--- src/hw/rtl/hof_pkg.sv ---
package hof_pkg;

  localparam int WINDOW_DEF = 7;
  localparam int SAMPLE_W   = 16;
  localparam int CFG_W      = 16;
  localparam int CFG_ADDR_W = 2;
  localparam int COUNT_W    = 32;
  localparam int OUT_DATA_W = 48;
  localparam int OUT_USER_W = 2;

  localparam logic [CFG_W-1:0] GAIN_RESET = 16'd1139;
  localparam logic [CFG_W-1:0] MIN_RESET  = 16'd8;

  localparam logic [CFG_ADDR_W-1:0] CFG_GAIN = 2'd0;
  localparam logic [CFG_ADDR_W-1:0] CFG_MIN  = 2'd1;

  typedef enum logic [3:0] {
    ST_IDLE,
    ST_LOAD,
    ST_SORT1,
    ST_MED,
    ST_DEV,
    ST_SORT2,
    ST_MAD,
    ST_MULT,
    ST_DECIDE,
    ST_EMIT
  } hof_state_t;

  typedef struct packed {
    logic accept;
    logic load_sort;
    logic sort_step;
    logic sort_odd;
    logic lat_med;
    logic load_dev;
    logic lat_mad;
    logic mult;
    logic decide;
    logic out_load;
  } hof_cmd_t;

  typedef struct packed {
    logic primed;
    logic out_busy;
  } hof_stat_t;

endpackage

--- src/hw/rtl/hof_ctrl.sv ---
module hof_ctrl #(
  parameter int WINDOW = hof_pkg::WINDOW_DEF
) (
  input  logic              clk,
  input  logic              rst_n,
  input  logic              in_tvalid,
  output logic              in_tready,
  input  hof_pkg::hof_stat_t stat,
  output hof_pkg::hof_cmd_t  cmd
);
  import hof_pkg::*;

  localparam int PASS_W = $clog2(WINDOW);
  localparam logic [PASS_W-1:0] LAST_PASS = PASS_W'(WINDOW - 1);

  hof_state_t state_r, state_nxt;
  logic [PASS_W-1:0] pass_r, pass_nxt;

  always_ff @(posedge clk) begin
    if (!rst_n) begin
      state_r <= ST_IDLE;
      pass_r  <= '0;
    end else begin
      state_r <= state_nxt;
      pass_r  <= pass_nxt;
    end
  end

  always_comb begin
    state_nxt = state_r;
    pass_nxt  = pass_r;
    cmd       = '0;
    in_tready = 1'b0;
    case (state_r)
      ST_IDLE: begin
        in_tready = 1'b1;
        if (in_tvalid) begin
          cmd.accept = 1'b1;
          state_nxt  = stat.primed ? ST_LOAD : ST_EMIT;
        end
      end
      ST_LOAD: begin
        cmd.load_sort = 1'b1;
        pass_nxt      = '0;
        state_nxt     = ST_SORT1;
      end
      ST_SORT1: begin
        cmd.sort_step = 1'b1;
        cmd.sort_odd  = pass_r[0];
        pass_nxt      = pass_r + 1'b1;
        if (pass_r == LAST_PASS) state_nxt = ST_MED;
      end
      ST_MED: begin
        cmd.lat_med = 1'b1;
        state_nxt   = ST_DEV;
      end
      ST_DEV: begin
        cmd.load_dev = 1'b1;
        pass_nxt     = '0;
        state_nxt    = ST_SORT2;
      end
      ST_SORT2: begin
        cmd.sort_step = 1'b1;
        cmd.sort_odd  = pass_r[0];
        pass_nxt      = pass_r + 1'b1;
        if (pass_r == LAST_PASS) state_nxt = ST_MAD;
      end
      ST_MAD: begin
        cmd.lat_mad = 1'b1;
        state_nxt   = ST_MULT;
      end
      ST_MULT: begin
        cmd.mult  = 1'b1;
        state_nxt = ST_DECIDE;
      end
      ST_DECIDE: begin
        cmd.decide = 1'b1;
        state_nxt  = ST_EMIT;
      end
      ST_EMIT: begin
        if (!stat.out_busy) begin
          cmd.out_load = 1'b1;
          state_nxt    = ST_IDLE;
        end
      end
      default: state_nxt = ST_IDLE;
    endcase
  end

endmodule

--- src/hw/rtl/hof_datapath.sv ---
module hof_datapath #(
  parameter int WINDOW = hof_pkg::WINDOW_DEF
) (
  input  logic                                  clk,
  input  logic                                  rst_n,
  input  hof_pkg::hof_cmd_t                     cmd,
  output hof_pkg::hof_stat_t                    stat,
  input  logic signed [hof_pkg::SAMPLE_W-1:0]   in_sample,
  input  logic                                  cfg_we,
  input  logic [hof_pkg::CFG_ADDR_W-1:0]        cfg_addr,
  input  logic [hof_pkg::CFG_W-1:0]             cfg_wdata,
  input  logic                                  out_tready,
  output logic                                  out_tvalid,
  output logic [hof_pkg::OUT_DATA_W-1:0]        out_tdata,
  output logic [hof_pkg::OUT_USER_W-1:0]        out_tuser
);
  import hof_pkg::*;

  localparam int SLOT_W = $clog2(WINDOW);
  localparam int FILL_W = $clog2(WINDOW + 1);
  localparam int HALF   = WINDOW / 2;
  localparam int MID_LO = WINDOW / 2 - 1;
  localparam bit IS_EVEN = (WINDOW % 2) == 0;
  localparam logic [SLOT_W-1:0] LAST_SLOT = SLOT_W'(WINDOW - 1);
  localparam logic [SLOT_W:0]   HALF_X    = (SLOT_W + 1)'(HALF);
  localparam logic [SLOT_W:0]   WIN_X     = (SLOT_W + 1)'(WINDOW);
  localparam logic [FILL_W-1:0] FULL      = FILL_W'(WINDOW);

  logic signed [SAMPLE_W-1:0] win_r [WINDOW];
  logic signed [SAMPLE_W:0]   sort_r [WINDOW];
  logic signed [SAMPLE_W:0]   sort_nxt [WINDOW];

  logic [SLOT_W-1:0]   slot_r;
  logic [FILL_W-1:0]   fill_r;
  logic [COUNT_W-1:0]  count_r;
  logic [CFG_W-1:0]    gain_r, min_r;
  logic signed [SAMPLE_W-1:0] med_r;
  logic [SAMPLE_W-1:0] mad_r;
  logic [31:0]         prod_r;

  logic signed [SAMPLE_W-1:0] res_sample_r;
  logic                res_outlier_r, res_primed_r;

  logic                out_valid_r;
  logic [OUT_DATA_W-1:0] out_data_r;
  logic [OUT_USER_W-1:0] out_user_r;

  logic [SLOT_W:0]     centre_sum;
  logic [SLOT_W-1:0]   centre;
  logic signed [SAMPLE_W-1:0] centre_val;
  logic [SAMPLE_W-1:0] centre_dev;
  logic [23:0]         thr_raw, thr;
  logic                replace_hit;
  logic signed [SAMPLE_W+1:0] mid_sum;
  logic [SAMPLE_W-1:0] mid_c;

  function automatic logic [SAMPLE_W-1:0] abs_diff(input logic signed [SAMPLE_W-1:0] a,
                                                   input logic signed [SAMPLE_W-1:0] b);
    logic signed [SAMPLE_W:0] d;
    d = {a[SAMPLE_W-1], a} - {b[SAMPLE_W-1], b};
    abs_diff = d[SAMPLE_W] ? SAMPLE_W'(-d) : d[SAMPLE_W-1:0];
  endfunction

  // centre slot relative to the already advanced write slot
  assign centre_sum = {1'b0, slot_r} + HALF_X;
  assign centre     = (centre_sum >= WIN_X) ? SLOT_W'(centre_sum - WIN_X)
                                            : centre_sum[SLOT_W-1:0];
  assign centre_val = win_r[centre];
  assign centre_dev = abs_diff(centre_val, med_r);
  assign thr_raw    = prod_r[31:8];
  assign thr        = (thr_raw < {8'd0, min_r}) ? {8'd0, min_r} : thr_raw;
  assign replace_hit = {8'd0, centre_dev} > thr;

  // middle of the sorted row; even window takes floor of the pair average
  assign mid_sum = {sort_r[MID_LO][SAMPLE_W], sort_r[MID_LO]}
                 + {sort_r[HALF][SAMPLE_W], sort_r[HALF]};
  assign mid_c   = IS_EVEN ? mid_sum[SAMPLE_W:1] : sort_r[HALF][SAMPLE_W-1:0];

  // one odd-even transposition pass; pairs of one parity are disjoint
  always_comb begin
    for (int i = 0; i < WINDOW; i++) sort_nxt[i] = sort_r[i];
    for (int i = 0; i < WINDOW - 1; i++) begin
      if ((i[0] == cmd.sort_odd) && (sort_r[i] > sort_r[i+1])) begin
        sort_nxt[i]   = sort_r[i+1];
        sort_nxt[i+1] = sort_r[i];
      end
    end
  end

  always_ff @(posedge clk) begin
    if (cmd.load_sort) begin
      for (int i = 0; i < WINDOW; i++) sort_r[i] <= {win_r[i][SAMPLE_W-1], win_r[i]};
    end else if (cmd.load_dev) begin
      for (int i = 0; i < WINDOW; i++) sort_r[i] <= {1'b0, abs_diff(win_r[i], med_r)};
    end else if (cmd.sort_step) begin
      for (int i = 0; i < WINDOW; i++) sort_r[i] <= sort_nxt[i];
    end
    if (cmd.accept) win_r[slot_r] <= in_sample;
    else if (cmd.decide && replace_hit) win_r[centre] <= med_r;
    if (cmd.lat_med) med_r <= mid_c;
    if (cmd.lat_mad) mad_r <= mid_c;
    if (cmd.mult) prod_r <= gain_r * mad_r;
    if (cmd.accept) begin
      res_sample_r  <= in_sample;
      res_outlier_r <= 1'b0;
      res_primed_r  <= 1'b0;
    end else if (cmd.decide) begin
      res_sample_r  <= replace_hit ? med_r : centre_val;
      res_outlier_r <= replace_hit;
      res_primed_r  <= 1'b1;
    end
    if (cmd.out_load) begin
      out_data_r <= {count_r, res_sample_r};
      out_user_r <= {res_primed_r, res_outlier_r};
    end
  end

  always_ff @(posedge clk) begin
    if (!rst_n) begin
      slot_r      <= '0;
      fill_r      <= '0;
      count_r     <= '0;
      gain_r      <= GAIN_RESET;
      min_r       <= MIN_RESET;
      out_valid_r <= 1'b0;
    end else begin
      if (cmd.accept) begin
        slot_r <= (slot_r == LAST_SLOT) ? '0 : slot_r + 1'b1;
        if (fill_r != FULL) fill_r <= fill_r + 1'b1;
      end
      if (cmd.decide && replace_hit) count_r <= count_r + 1'b1;
      if (cfg_we) begin
        case (cfg_addr)
          CFG_GAIN: gain_r <= cfg_wdata;
          CFG_MIN:  min_r  <= cfg_wdata;
          default: ;
        endcase
      end
      if (cmd.out_load) out_valid_r <= 1'b1;
      else if (out_tready) out_valid_r <= 1'b0;
    end
  end

  assign stat.primed   = (fill_r == FULL);
  assign stat.out_busy = out_valid_r && !out_tready;

  assign out_tvalid = out_valid_r;
  assign out_tdata  = out_data_r;
  assign out_tuser  = out_user_r;

endmodule

--- src/hw/rtl/hampel_outlier_filter_unit.sv ---
// Channel  Dir  Signals                            Content (low bit up)
// in_      in   in_tvalid/in_tready/in_tdata       tdata[15:0] sample_in
// out_     out  out_tvalid/out_tready/out_tdata    tdata[15:0] sample_out, [47:16] outlier_total
//                out_tuser                          tuser[0] outlier, [1] primed
// cfg_     in   cfg_we/cfg_addr/cfg_wdata          0 threshold_gain, 1 min_threshold
//
// A filtering sample runs through the odd-even transposition sorter, one pass per cycle,
// twice: on the window for the median, then on the deviations for the MAD.
// While the window fills a sample skips the sorter and goes straight to the output.
// One sample is in work at a time; the next is accepted while a result waits.
// A stalled result holds in the output register; reset is synchronous, active low.
module hampel_outlier_filter_unit #(
  parameter int WINDOW = hof_pkg::WINDOW_DEF
) (
  input  logic                               clk,
  input  logic                               rst_n,
  input  logic                               in_tvalid,
  output logic                               in_tready,
  input  logic [hof_pkg::SAMPLE_W-1:0]       in_tdata,   // [15:0] sample_in
  output logic                               out_tvalid,
  input  logic                               out_tready,
  output logic [hof_pkg::OUT_DATA_W-1:0]     out_tdata,  // [15:0] sample_out, [47:16] outlier_total
  output logic [hof_pkg::OUT_USER_W-1:0]     out_tuser,  // [0] outlier, [1] primed
  input  logic                               cfg_we,
  input  logic [hof_pkg::CFG_ADDR_W-1:0]     cfg_addr,
  input  logic [hof_pkg::CFG_W-1:0]          cfg_wdata
);
  import hof_pkg::*;

  hof_cmd_t  cmd;
  hof_stat_t stat;

  hof_ctrl #(.WINDOW(WINDOW)) u_ctrl (
    .clk       (clk),
    .rst_n     (rst_n),
    .in_tvalid (in_tvalid),
    .in_tready (in_tready),
    .stat      (stat),
    .cmd       (cmd)
  );

  hof_datapath #(.WINDOW(WINDOW)) u_dp (
    .clk        (clk),
    .rst_n      (rst_n),
    .cmd        (cmd),
    .stat       (stat),
    .in_sample  (in_tdata),
    .cfg_we     (cfg_we),
    .cfg_addr   (cfg_addr),
    .cfg_wdata  (cfg_wdata),
    .out_tready (out_tready),
    .out_tvalid (out_tvalid),
    .out_tdata  (out_tdata),
    .out_tuser  (out_tuser)
  );

endmodule

--- config.mk ---
export PLATFORM = sky130hd
export DESIGN_NAME = hampel_outlier_filter_unit
export DESIGN_NICKNAME = d
export VERILOG_FILES = /design/src/hw/rtl/hof_pkg.sv /design/src/hw/rtl/hof_ctrl.sv /design/src/hw/rtl/hof_datapath.sv /design/src/hw/rtl/hampel_outlier_filter_unit.sv
export SDC_FILE = /design/constraint.sdc
export NUM_CORES = 2
export LEC_CHECK = 0
export ABC_AREA = 1
export BUFFER_PORTS_ARGS = -buffer_cell sky130_fd_sc_hd__buf_2
export CORE_UTILIZATION = 57
export CTS_BUF_LIST = sky130_fd_sc_hd__clkbuf_4
export CTS_CLUSTER_DIAMETER = 120
export DETAILED_ROUTE_END_ITERATION = 7
export PLACE_DENSITY = 0.72
export REMOVE_ABC_BUFFERS = 1
export SYNTH_ARGS = -nofsm -noshare
export SYNTH_HDL_FRONTEND = slang
export SYNTH_SLANG_ARGS = --single-unit
--- constraint.sdc ---
create_clock -name clk -period 7.17 [get_ports clk]
set_input_delay 0.717 -clock clk [delete_from_list [all_inputs] [get_ports clk]]
set_output_delay 0.717 -clock clk [all_outputs]
set_load 0.01 [all_outputs]
* After elaboration in Yosys (flattened, before gate mapping)
Memory sizes are Yosys's and may differ from the RTL's.
Index checks and enable logic that the tools add are counted.
** Word-level totals
- Register bits :: 210
- Latch bits :: 0
- RAM bits :: 231
- ROM bits :: 0
- Bits of input ports :: 39
- Logic and storage cells :: 176
- Memories kept :: 2
** Memory list
- u_dp.sort_r :: depth 7, width 17, rd ports 7, clocked after memory_dff 0, wr ports 7, RTL line hof_datapath.sv:30 : logic signed [SAMPLE_W:0] sort_r [WINDOW];
- u_dp.win_r :: depth 7, width 16, rd ports 8, clocked after memory_dff 0, wr ports 1, RTL line hof_datapath.sv:29 : logic signed [SAMPLE_W-1:0] win_r [WINDOW];
** Operators by class
- Add/subtract/negate cells :: 22
- Multiply operators :: 1
- Divide/modulo/power cells :: 0
- $lt $le $gt $ge :: 9
- Equality and inequality tests :: 18
- Shifts and indexed selects :: 0
- Mux-type cells :: 72
- Bitwise gates (word level) :: 15
- Reduce and logical (&&, ||, !) cells :: 21
** Operator list (number)
- two-way mux 17 bit :: 14
- two-way mux 34 bit :: 6
- two-way mux 16 bit :: 12
- subtractor 16 x 16 -> 17 bit :: 8
- negator 16 bit :: 8
- greater-than comparator 17 bit :: 6
- case mux 4 bit (10 select lines) :: 1
- adder 32 x 1 -> 32 bit (second input constant) :: 1
- multiplier 16 x 16 -> 32 bit :: 1
- two-way mux 1 bit :: 28
- greater-than comparator 16 x 24 -> 1 bit :: 1
- < comparator 24 x 16 -> 1 bit :: 1
- two-way mux 24 bit :: 1
- two-way mux 4 bit :: 5
- equality test 4 x 3 -> 1 bit (second input constant) :: 4
- OR reduction 16 bit :: 1
- bitwise OR 1 bit :: 14
- adder 3 x 1 -> 3 bit (second input constant) :: 3
- equality test 3 bit (second input constant) :: 3
- two-way mux 3 bit :: 3
- equality test 4 x 2 -> 1 bit (second input constant) :: 2
- equality test 4 bit (second input constant) :: 2
- logical AND 1 bit :: 8
- case mux 3 bit (2 select lines) :: 1
- other kinds (17) :: 24

* Longest topological paths before layout
An unclocked memory read counts as a cell.
- Word-level depth :: 14
- Depth in mapped cells :: 44
- Gate-level depth less buffers :: 43

* Cells and area by module
A second synthesis with hierarchy kept.
** Unflattened totals
- Cell total of the unflattened synthesis :: 5598
- Area total of the unflattened synthesis :: 42130.4 um2
** By module, submodules not included
- hof_datapath :: instances 1, cells an instance 5520, area an instance 41651.2 um2, sequential area each 12532.0 um2
- hof_ctrl :: instances 1, cells an instance 78, area an instance 479.2 um2, sequential area each 140.1 um2

* Worst setup path before layout
OpenSTA, ideal clock, no wires.
- Kind :: register to register
- Start point :: reg u_dp.slot_r[0]
- End point :: mem u_dp.win_r[5][0], enable pin
- Setup time :: 0.388 ns
- Arrival time :: 5.865 ns
- Data required time :: 6.782 ns
- Setup slack :: 0.917 ns
- Stages on the path, launching flop included :: 41
- Buffers on the path :: 1
- Clock period less this slack :: 6.253 ns
- Cell sequence :: dfxtp_1 > inv_1 > ha_1 > xnor2_1 > nand2_1 > nand2_1 > nand2_1 > nand2_2 > clkbuf_1 > o211ai_1 > o211ai_1 > o21ai_0 > inv_1 > ha_1 > inv_1 > fa_1 > nand3_1 > nand2_1 > [5 not listed] > nand2_1 > nor2_1 > nand2_1 > o21bai_1 > nand2_1 > nand2_1 > nand2_1 > ha_1 > nand2_1 > inv_1 > nand3_1 > nor3_1 > nand3_1 > nand4_1 > clkinv_1 > nand2_1 > nand3_1 > nor2_1
** On the way
- Word-level cells in the longest chain between the ends :: 14
- Elaborated cells between the ends (all ways) :: 16
- Classes of those cells :: add/sub (4); order compare (2); mux (7); reduce/logical (2); memory (1)
** RTL lines
- start: declaration :: RTL line hof_datapath.sv:33 : logic [SLOT_W-1:0] slot_r;
- start signal: assignment :: RTL line hof_datapath.sv:128 : slot_r <= (slot_r == LAST_SLOT) ? '0 : slot_r + 1'b1;
- adder 3 x 2 -> 4 bit :: RTL line hof_datapath.sv:65 : assign centre_sum = {1'b0, slot_r} + HALF_X;
- greater-or-equal comparator 4 x 3 -> 1 bit or subtractor 3 bit (tied branches) :: RTL line hof_datapath.sv:66 : assign centre = (centre_sum >= WIN_X) ? SLOT_W'(centre_sum - WIN_X)
- two-way mux 3 bit :: RTL line hof_datapath.sv:66
- memory read (7 x 16 bit)
- subtractor 16 x 16 -> 17 bit :: RTL line hof_datapath.sv:60 : d = {a[SAMPLE_W-1], a} - {b[SAMPLE_W-1], b};
- negator 16 bit :: RTL line hof_datapath.sv:61 : abs_diff = d[SAMPLE_W] ? SAMPLE_W'(-d) : d[SAMPLE_W-1:0];
- two-way mux 16 bit :: RTL line hof_datapath.sv:61
- greater-than comparator 16 x 24 -> 1 bit :: RTL line hof_datapath.sv:72 : assign replace_hit = {8'd0, centre_dev} > thr;
- logical AND 1 bit :: RTL line hof_datapath.sv:99 : else if (cmd.decide && replace_hit) win_r[centre] <= med_r;
- two-way mux 1 bit :: RTL line hof_datapath.sv:99
- two-way mux 1 bit :: RTL line hof_datapath.sv:98 : if (cmd.accept) win_r[slot_r] <= in_sample;
- two-way mux 1 bit (implied by the code) :: RTL line hof_datapath.sv:99
- OR reduction 16 bit (no source line)
- two-way mux 3 bit (no source line) or two-way mux 1 bit (tied branches)
- end: declaration :: RTL line hof_datapath.sv:29
Parallel ways exist; a longest one is shown, timed or not.

* Final worst setup path
- Start point :: reg u_dp.slot_r[0]
- End point :: mem u_dp.win_r[7][11], enable pin
The elaborated chain is that of the path after synthesis.

==> qor.yml <==
drive_gt1_frac: 0.0782
clockBufferDepth: 3
skew_ns: 0.103
critPathMaxFanout: 25
dp_hpwl_um: 110000
drv_cap: 1
reg2reg_to: "u_dp.win_r[7][11]$_DFFE_PP_"
hold_viol_final: 0
clk_pin_slew_ns: 0.07
dr.max_layer_used: "met5"
synth_most_common_cell: "nand2_1"
worstSkewPairLatency_ns: 0.98
synth-main-ff-cell: "edfxtp_1"
wl_met1_um: 54700
synthCells: 5461
antenna_left: 0
ys_ff_latch: 449
fp.dieW_um: 272
drt_first_pass_iters: 6
cts_tree: "done"
root_buffer: "clkbuf_4"
peakVddDrop_uv: 365
swShare: 0.520
synth_edf_count: 368
drv_slew: 7
grt_overflow: 0
start_kind: "register"
ys_async_sr_fraction: 0
arrival_ns: 7.19
reg2reg_depth: 41
cts.sinks: 449
vias: 39206
leakage_nw: 21.5
drt-initial-drc-count: 4289
cp_top_family: "simple AND/OR/NAND/NOR gates"
die_h_um: 272
yosysUniqueCellTypes: 60
io_buffer_count: 90
setup_tns_ns: 0
crit_path_top_delay_cell: "dfxtp_2"
crit_buf_inv: 8
cp-end-kind: "register"
power.internal_w: 0.00920
path_common_cell: "nand2_1"
r2r_start: "u_dp.slot_r[0]$_SDFFE_PN0P_"
hold_depth: 3
setup_ws_ns: 0.552
r2r_setup_slack_ns: 0.55
seq_area_frac_synth: 0.306
wirelength_um: 143000
power_switching_w: 0.00996
fmax_mhz: 151
worst_pin_slew_ns: 1.52
core_area_sq_mm: 0.0717
dieArea_sq_mm: 0.0738
std_cell_rows: 98
post-place-ws_ns: 0.147
worst_hold_slack_ns: 0.0319
worst-path-stages: 41
via_per_inst: 5.89
grt_pass1_wl_um: 215000
hp-start: "cfg_wdata[6]"
syn_avg_cell_area_sq_um: 7.59
syn2layout_area_growth_pct: 8.30
routedWlPerCell_um: 21.5
outcome: "complete, but fails checks"
gp_congestion: 1.07
required_ns: 7.74
power.total_w: 0.0192
hold_path_end: "u_dp.gain_r[6]$_SDFFE_PN1P_"
cpPeakStageDelay_ns: 0.41
failed_checks: "max-capacitance violations, max-slew violations"
grt_usage: 0.385
initial_utilization: 0.578
synth_area_leaders: "edfxtp_1 (27%), nand2_1 (13%), ha_1 (11%)"
clkPwrFrac: 0.127
period_minus_slack_ns: 6.62
pwr-share-seq: 0.241
setup_viol: 0
combPwrFrac: 0.632
numCtsBuffers: 113
final_nets: 6212
pin_count: 91
antenna_found_initial: 5
fin_crit_sh: 0.923
synth_top_area_frac: 0.267
fin_util: 0.625
synth_area_sq_mm: 0.0414
p_per_area_mw_per_mm2: 427
drc: 0
crit_type: "register to register"
rsz0062_at_grt: "false"
ys_warn_count: 0
h-tree-depth: 3
grt_pass1_vias: 36482
wl_met3_um: 15100
hold_path.class: "input port to register"
synth_area_leader_cell: "edfxtp_1"
synth_top_cells_by_count: "nand2_1 (1395), inv_1 (831), nor2_1 (419)"
met2_length_um: 62500
grt_max_degree: 66
relSlewSlack: -0.0186
==> layout by cell type, fill, tap and decap left out, types with 10 or more instances in the layout <==
master,instances
o21ai_0,316
a21oi_1,364
xnor2_1,43
buf_2,90
nand3_1,320
edfxtp_1,368
a21o_1,11
dfxtp_1,79
o21ai_1,25
inv_2,10
a31oi_1,19
o211ai_1,41
xor2_1,76
nand4_1,83
nor3_1,73
clkinv_2,16
buf_4,96
nand3b_1,19
nor2_1,417
inv_1,831
fa_1,201
nand2_1,1393
o22ai_1,42
clkinv_1,29
a22oi_1,29
ha_1,380
o21bai_1,15
clkbuf_4,161
o21a_1,17
==> flip-flops by register name (all words and copies together) (netlist names) <==
name and cells:
u_ctrl.state_r 4, u_ctrl.pass_r 3, u_dp.med_r 16, u_dp.count_r 32
u_dp.min_r 16, u_dp.res_primed_r 1, u_dp.gain_r 16, u_dp.res_sample_r 16
u_dp.mad_r 16, u_dp.res_outlier_r 1, u_dp.out_tvalid 1, u_dp.fill_r 3
u_dp.slot_r 3, u_dp.prod_r 24, u_dp.out_tuser 2, u_dp.sort_r 119
u_dp.out_tdata 48, u_dp.win_r 128
==> final cells by class <==
cell class	instances	area, sq um
fill	6489	26900
multi-input combinational	3988	24900
sequential	449	12700
inverter	846	3180
timing repair buffer	194	1280
clock buffer	161	1210
tap	950	1190
clock inverter	54	410
antenna	9	22.5
==> power by group through the flow <==
stage	Combinational (W)	Sequential [W]	Clock (W)
2_1_floorplan	0.00838	0.00421	0
3_3_place_gp	0.0116	0.00460	0
3_5_place_dp	0.0117	0.00461	0
4_1_cts	0.0118	0.00455	0.00243
5_1_grt	0.0135	0.00460	0.00256
6_report	0.0121	0.00462	0.00242
==> worst reg2reg max path, delay by kind of cell (launching register included) <==
kind	cells	cell delay [ns]
compound gates	7	1.17
xor+xnor	2	0.54
buf+inv	8	1.16
flops	1	0.41
simple gates	21	2.02
fa+ha+maj	3	0.89
==> layer usage <==
layer / vias up / global-route usage
met1: 18296 / 0.474
met5: - / 0.00257
met4: 6 / 0.240
met2: 2062 / 0.605
li1: 18342 / -
met3: 500 / 0.0994
==> worst max-delay path by stage <==
stage	startpoint	endpoint	slack (ns)
after floorplan	u_dp.slot_r[0]$_SDFFE_PN0P_	u_dp.win_r[5][0]$_DFFE_PP_	-1.08
after global placement	u_dp.slot_r[0]$_SDFFE_PN0P_	u_dp.win_r[3][1]$_DFFE_PP_	0.28
after detailed placement	u_dp.slot_r[0]$_SDFFE_PN0P_	u_dp.win_r[5][14]$_DFFE_PP_	0.15
after CTS	u_dp.slot_r[0]$_SDFFE_PN0P_	u_dp.win_r[1][14]$_DFFE_PP_	0.04
after global routing	u_dp.slot_r[0]$_SDFFE_PN0P_	u_dp.win_r[3][13]$_DFFE_PP_	0.02
final	u_dp.slot_r[0]$_SDFFE_PN0P_	u_dp.win_r[7][11]$_DFFE_PP_	0.55
==> repair_timing <==
| action | in CTS | in global routing |
|---|---|---|
| hold buffers | 2 | 0 |
| gates resized for setup | 0 | 16 |
| endpoints found under the setup margin | 0 | 294 |
| setup buffers | 0 | 5 |
| endpoints found under the hold margin | 2 | 0 |
==> through the flow <==
step / area (sq um) / cells
finish: 44900 / 6651
global route: 44900 / 6647
CTS: 44800 / 6637
detailed placement: 43100 / 6420
global placement: 43100 / 6420
floorplan: 40700 / 5283
==> cells by family after synthesis <==
kind of cell               Yosys count  share of synthesized area
and+or+nand+nor                   2358                      0.236
buffers and inverters             1024                     0.0944
AOI/OAI and AO/OA                  925                      0.124
adders and majority gates          581                      0.212
DFF                                449                      0.306
xor gates and xnor gates           123                     0.0270
muxes                                1                   0.000242
Note: power is estimated with default switching activity, not from simulation.
